`src/rtl/qvr_pkg.sv`:
```
// Shared types, constants and rounding helper for the quaternion vector rotator.
package qvr_pkg;

  // Fraction bits of the quaternion components (Q2.30).
  localparam int unsigned QF = 30;
  // Width of the vector and quaternion fields.
  localparam int unsigned VW = 32;
  // Width of c = q0^2 - |u|^2 after rounding.
  localparam int unsigned CW = 35;
  // Width of the modulus.
  localparam int unsigned MW = 32;
  // Width of the unnormalized coordinate N.
  localparam int unsigned NW = 40;
  // Width of a raw product before rounding.
  localparam int unsigned PW = 68;
  // Width of the divider's dividend.
  localparam int unsigned DW = NW - 1 + QF - 1 + 1;
  // Divider stages, two quotient bits each.
  localparam int unsigned DIV_STAGES = 16;

  localparam logic [VW-1:0] QS_RESET = VW'(1) << QF;

  // Register map, word index.
  typedef enum logic [1:0] {
    REG_QS,
    REG_QI,
    REG_QJ,
    REG_QK
  } reg_idx_t;

  // Sequencer for the quaternion-only terms.
  typedef enum logic [1:0] {
    SQ_IDLE,
    SQ_SQUARE,
    SQ_ROOT
  } seq_state_t;

  // Quaternion and derived terms handed to the datapath.
  typedef struct packed {
    logic signed [VW-1:0] q0;
    logic signed [VW-1:0] qi;
    logic signed [VW-1:0] qj;
    logic signed [VW-1:0] qk;
    logic signed [CW-1:0] c;
    logic [MW-1:0]        m;
    logic                 busy;
  } coef_t;

  // Shift right by sh with rounding to nearest, ties away from zero.
  function automatic logic signed [PW-1:0] rnd_shift(input logic signed [PW-1:0] p,
                                                     input int unsigned sh);
    logic [PW-1:0] mag;
    logic [PW-1:0] r;
    mag = p[PW-1] ? PW'(-p) : PW'(p);
    r = (mag + (PW'(1) << (sh - 1))) >> sh;
    return p[PW-1] ? -$signed(r) : $signed(r);
  endfunction

endpackage

```
`src/rtl/qvr_norm.sv`:
```
// Pipelined divide by the modulus and saturation for one coordinate.
module qvr_norm (
  input  logic                          clk,
  input  logic                          en,
  input  logic signed [qvr_pkg::NW-1:0] n_i,
  input  logic [qvr_pkg::MW-1:0]        m_i,
  output logic signed [31:0]            rot_o,
  output logic                          clip_o
);
  import qvr_pkg::*;

  localparam logic signed [NW-1:0] N_MAX = NW'(32'h7fffffff);
  localparam logic signed [NW-1:0] N_MIN = -N_MAX - NW'(1);

  logic [NW-1:0]        mag;
  logic [DW-1:0]        dvd;
  logic [MW-1:0]        rem_r [DIV_STAGES+1];
  logic [31:0]          ql_r  [DIV_STAGES+1];
  logic                 neg_r [DIV_STAGES+1];
  logic                 ovf_r [DIV_STAGES+1];
  logic                 mz_r  [DIV_STAGES+1];
  logic signed [NW-1:0] n_r   [DIV_STAGES+1];
  logic [MW-1:0]        rem_nxt [DIV_STAGES];
  logic [31:0]          ql_nxt  [DIV_STAGES];
  logic [MW:0]          cur;
  logic [31:0]          q;
  logic signed [31:0]   rot_r;
  logic                 clip_r;

  // Dividend: |N| shifted up, plus half the modulus for rounding.
  assign mag = n_i[NW-1] ? NW'(-n_i) : NW'(n_i);
  assign dvd = DW'({mag[NW-2:0], (QF - 1)'(0)}) + DW'(m_i >> 1);

  always_ff @(posedge clk) begin
    if (en) begin
      rem_r[0] <= MW'(dvd[DW-1:32]);
      ql_r[0]  <= dvd[31:0];
      neg_r[0] <= n_i[NW-1];
      ovf_r[0] <= dvd >= DW'({m_i, 32'b0});
      mz_r[0]  <= (m_i == '0);
      n_r[0]   <= n_i;
    end
  end

  // Restoring division, two quotient bits per stage.
  always_comb begin
    cur = '0;
    for (int k = 0; k < DIV_STAGES; k++) begin
      rem_nxt[k] = rem_r[k];
      ql_nxt[k]  = ql_r[k];
      for (int j = 0; j < 2; j++) begin
        cur = {rem_nxt[k], ql_nxt[k][31]};
        if (cur >= {1'b0, m_i}) begin
          rem_nxt[k] = MW'(cur - {1'b0, m_i});
          ql_nxt[k]  = {ql_nxt[k][30:0], 1'b1};
        end else begin
          rem_nxt[k] = MW'(cur);
          ql_nxt[k]  = {ql_nxt[k][30:0], 1'b0};
        end
      end
    end
  end

  always_ff @(posedge clk) begin
    if (en) begin
      for (int k = 0; k < DIV_STAGES; k++) begin
        rem_r[k+1] <= rem_nxt[k];
        ql_r[k+1]  <= ql_nxt[k];
        neg_r[k+1] <= neg_r[k];
        ovf_r[k+1] <= ovf_r[k];
        mz_r[k+1]  <= mz_r[k];
        n_r[k+1]   <= n_r[k];
      end
    end
  end

  assign q = ql_r[DIV_STAGES];

  // Sign restore and clamp to the output range; a zero modulus passes N through unscaled.
  always_ff @(posedge clk) begin
    if (en) begin
      if (mz_r[DIV_STAGES]) begin
        if (n_r[DIV_STAGES] > N_MAX) begin
          rot_r  <= 32'sh7fffffff;
          clip_r <= 1'b1;
        end else if (n_r[DIV_STAGES] < N_MIN) begin
          rot_r  <= 32'sh80000000;
          clip_r <= 1'b1;
        end else begin
          rot_r  <= n_r[DIV_STAGES][31:0];
          clip_r <= 1'b0;
        end
      end else if (!neg_r[DIV_STAGES]) begin
        if (ovf_r[DIV_STAGES] || q[31]) begin
          rot_r  <= 32'sh7fffffff;
          clip_r <= 1'b1;
        end else begin
          rot_r  <= q;
          clip_r <= 1'b0;
        end
      end else begin
        if (ovf_r[DIV_STAGES] || q > 32'h80000000) begin
          rot_r  <= 32'sh80000000;
          clip_r <= 1'b1;
        end else begin
          rot_r  <= -q;
          clip_r <= 1'b0;
        end
      end
    end
  end

  assign rot_o  = rot_r;
  assign clip_o = clip_r;

endmodule

```
`config.mk`:
```
export PLATFORM = sky130hd
export DESIGN_NAME = qvr_norm
export DESIGN_NICKNAME = d
export VERILOG_FILES = /design/src/rtl/qvr_pkg.sv /design/src/rtl/qvr_norm.sv
export SDC_FILE = /design/constraint.sdc
export NUM_CORES = 2
export LEC_CHECK = 0
export ABC_AREA = 1
export BUFFER_PORTS_ARGS = -buffer_cell sky130_fd_sc_hd__buf_2
export CAP_MARGIN = 5
export CORE_MARGIN = 3
export CORE_UTILIZATION = 50
export CTS_CLUSTER_DIAMETER = 30
export DETAILED_ROUTE_END_ITERATION = 10
export PLACE_DENSITY = 0.68
export SYNTH_ARGS = -nofsm -noshare
export SYNTH_HDL_FRONTEND = slang
export SYNTH_SLANG_ARGS = --single-unit
export TNS_END_PERCENT = 50
```
`constraint.sdc`:
```
create_clock -name clk -period 14.4 [get_ports clk]
set_input_delay 4.32 -clock clk [delete_from_list [all_inputs] [get_ports clk]]
set_output_delay 4.32 -clock clk [all_outputs]
set_load 0.01 [all_outputs]
```
==> key figures <==
Run
  – Max_cap viols: 0

Synth
  – Most common cell in the netlist: nand2_1
  – Post-synth top area cell: edfxtp_1
  – Synthesis Warnings: 0
  – EDFF count, synth: between 1500 and 2000
  – Sequential fraction of the synthesis area: 0.430
  – Mapped Nets: 15862
  – Avg Cell Area, Syn: ~8.6 sq um
  – Top cell type's share of synthesized area: 0.430
  – Asr flop ratio synth: 0
  – Commonest cells post-synth: nand2_1 (3732), edfxtp_1 (1803), a21oi_1 (1280), inv_1 (1213), nor2_1 (1188)
  – Ranking of synthesized cells by area: edfxtp_1 (43%), nand2_1 (11%), ha_1 (11%)
  – Synth Cell Area: 0.126 sq mm
  – Yosys reg bits: 1803
  – Synth Instances: 14696
  – Synth cell types: 74
  – Top_reg_cell synth: edfxtp_1

Finish
  – Share of cells above drive strength 1: 0.0742
  – Fill cell count: 22279
  – # nets final: 16191
  – Syn-to-layout area delta: 13.2%

Clock tree
  – Post-cts gate resize count: 0
  – Clk_lat worst skew: roughly 0.92 ns
  – Post-CTS Setup Inserts: 0
  – TritonCTS clock tree: yes
  – Clk root buf: clkbuf_16
  – Clk pin slew, worst setup/hold paths: 0.06 ns
  – Clock sinks: 1803
  – H-tree lvl count: 5
  – Inserted Clock Buffers: 354
  – CTS Hold Bufs: 0
  – CTS max path bufs: 4

GRT
  – GRT Total Usage: 0.305
  – Initial antenna violation count: 18
  – Vias in the first global route: about 100k
  – Congestion Overflow GR: 0
  – Pin count of the biggest net entering global routing: 180
  – First-pass GRT wire length: 607 mm

STA
  – Max Freq: ~90 MHz
  – Setup_tns: 0 ns
  – Worst-Margin Slew: 1.15 ns
  – Final Slew Violations: 0
  – Setup-failing EPs final: 0
  – Tcrit/Tclk final: 0.771
  – RSZ-0062 raised after global routing: false
  – Slew HR: 0.235
  – Fin. Hold Viols: 0
  – Fin Clk Skew: 0.125 ns
  – Final min period: between 10 and 15 ns

Placed design
  – PortBufs: 106
  – HPWL after DPL: around 300 mm
  – GP Congestion: 1.01

Critical path
  – Worst path bufs/invs: 5
  – Crit path kind: in -> reg
  – Worst endpoint required time: between 10 and 15 ns
  – Worst-path fanout max: 54
  – Worst path most repeated cell: nand2_1
  – Critical path arrival: ~12 ns
  – Top Family by Delay on Critical Path: simple AND/OR/NAND/NOR gates
  – Slowest cell delay on critical path: 0.86 ns
  – Slowest-stage cell, CP: o21ai_0
  – Startpoint Class: primary input
  – Nature of the critical path endpoint: flop

Route
  – First DRT Iteration DRCs: 11923
  – Post-route ant nets: 0
  – Drt first pass iters: 10
  – Drt wl/cell: 21.7 microns
  – Vias: 108091
  – DRC: 0
  – Via/cell ratio: 5.79
  – Final WL: 406 mm

Floorplanning
  – Site Rows: roughly 180
  – Initial core utilization: 0.504
  – Die height: 508 microns
  – Ports: 107
  – Die ar.: 0.258 sq mm
  – Die width: 508 microns
  – Core area: between 0.2 and 0.25 sq mm

Worst hold path
  – Hold Path Class: reg -> reg

Outcome
  – Status: finished, final reports clean
[cell usage in the layout (no fill, tap or decap), types with 28 or more instances in the layout]
cell type and count:
a21o_1 69, or2_2 63, o211ai_1 45, a21boi_0 32, nand2_1 3732, o21ai_0 960, xnor2_1 356, fa_1 32
clkbuf_1 35, nand3b_1 44, clkbuf_16 356, clkinvlp_4 42, ha_1 1060, nand2_2 44, bufinv_16 50, a221oi_1 42
inv_2 34, nand3_1 829, o21a_1 75, a31oi_1 97, nor3_1 148, edfxtp_1 1803, inv_1 1182, xor2_1 524
clkinv_4 31, nor4_1 82, a21oi_1 1280, buf_4 114, o21bai_1 117, inv_6 41, nor2_1 1188, o21ai_2 38
clkinv_1 28, clkinv_2 60, o21ai_1 98, nand4_1 216, buf_2 104
[per-layer routing]
layer  share of wire  vias to the layer above  track usage
met5         0.00010                        -            0
met4           0.043                        6        0.120
li1                -                    52010            -
met3           0.083                      849       0.0453
met2            0.44                     4728        0.470
met1            0.44                    50498        0.433
[metrics by stage]
stage | instance area [sq um] | setup slack (ns) | cells | hold WS (ns) | utilization
floorplan | 126000 | 4.30 | 14696 | 0.400 | -
global placement | 130000 | 2.60 | 17999 | 0.400 | 0.522
detailed placement | 130000 | 2.59 | 17999 | 0.405 | 0.522
CTS | 142000 | 3.50 | 18645 | 0.366 | 0.571
global route | 142000 | 2.95 | 18649 | 0.371 | 0.571
finish | 142000 | 3.30 | 18657 | 0.375 | 0.571
[worst paths after layout]
kind | cells past startpoint | start | end | slack, ns
hold reg to reg | 0 | ql_r[0][304]$_DFFE_PP_ | ql_r[0][338]$_DFFE_PP_ | 0.38
hold / removal | 0 | ql_r[0][304]$_DFFE_PP_ | ql_r[0][338]$_DFFE_PP_ | 0.38
setup reg to reg | 22 | rem_r[0][305]$_DFFE_PP_ | rem_r[0][320]$_DFFE_PP_ | 7.65
setup / recovery | 27 | m_i[14] | rem_r[0][312]$_DFFE_PP_ | 3.30
[registers in the layout, summed over array words and instances (netlist names)]
register / count
rem_r: 512
ovf_r: 17
neg_r: 1
rot_o: 32
ql_r: 544
n_r: 679
clip_o: 1
mz_r: 17
[area by class of cell]
| cell class | count | area [sq um] | area share |
|---|---|---|---|
| flip-flops and latches | 1803 | 54100 | 0.380 |
| well taps | 3330 | 4170 | 0.0293 |
| diodes | 12 | 30.0 | 0.000211 |
| repair buffers | 230 | 1620 | 0.0114 |
| clock buffers | 391 | 9040 | 0.0635 |
| clock inverters | 255 | 3200 | 0.0225 |
| inverters | 1244 | 4700 | 0.0331 |
| multi-input cells | 11392 | 65400 | 0.460 |
[kinds of logic after synthesis]
| family | Yosys count | synth area share |
|---|---|---|
| flip-flops | 1803 | 0.430 |
| buffers and inverters | 1501 | 0.0494 |
| AND/OR/NAND/NOR | 6450 | 0.216 |
| adder cells (fa/ha/maj) | 1092 | 0.111 |
| AO/OA/AOI/OAI | 2970 | 0.132 |
| XOR/XNOR | 880 | 0.0613 |
Power is left out: the tool's default activity adds up to more than one toggle a clock period on the data nets, which glitch-free logic cannot reach.
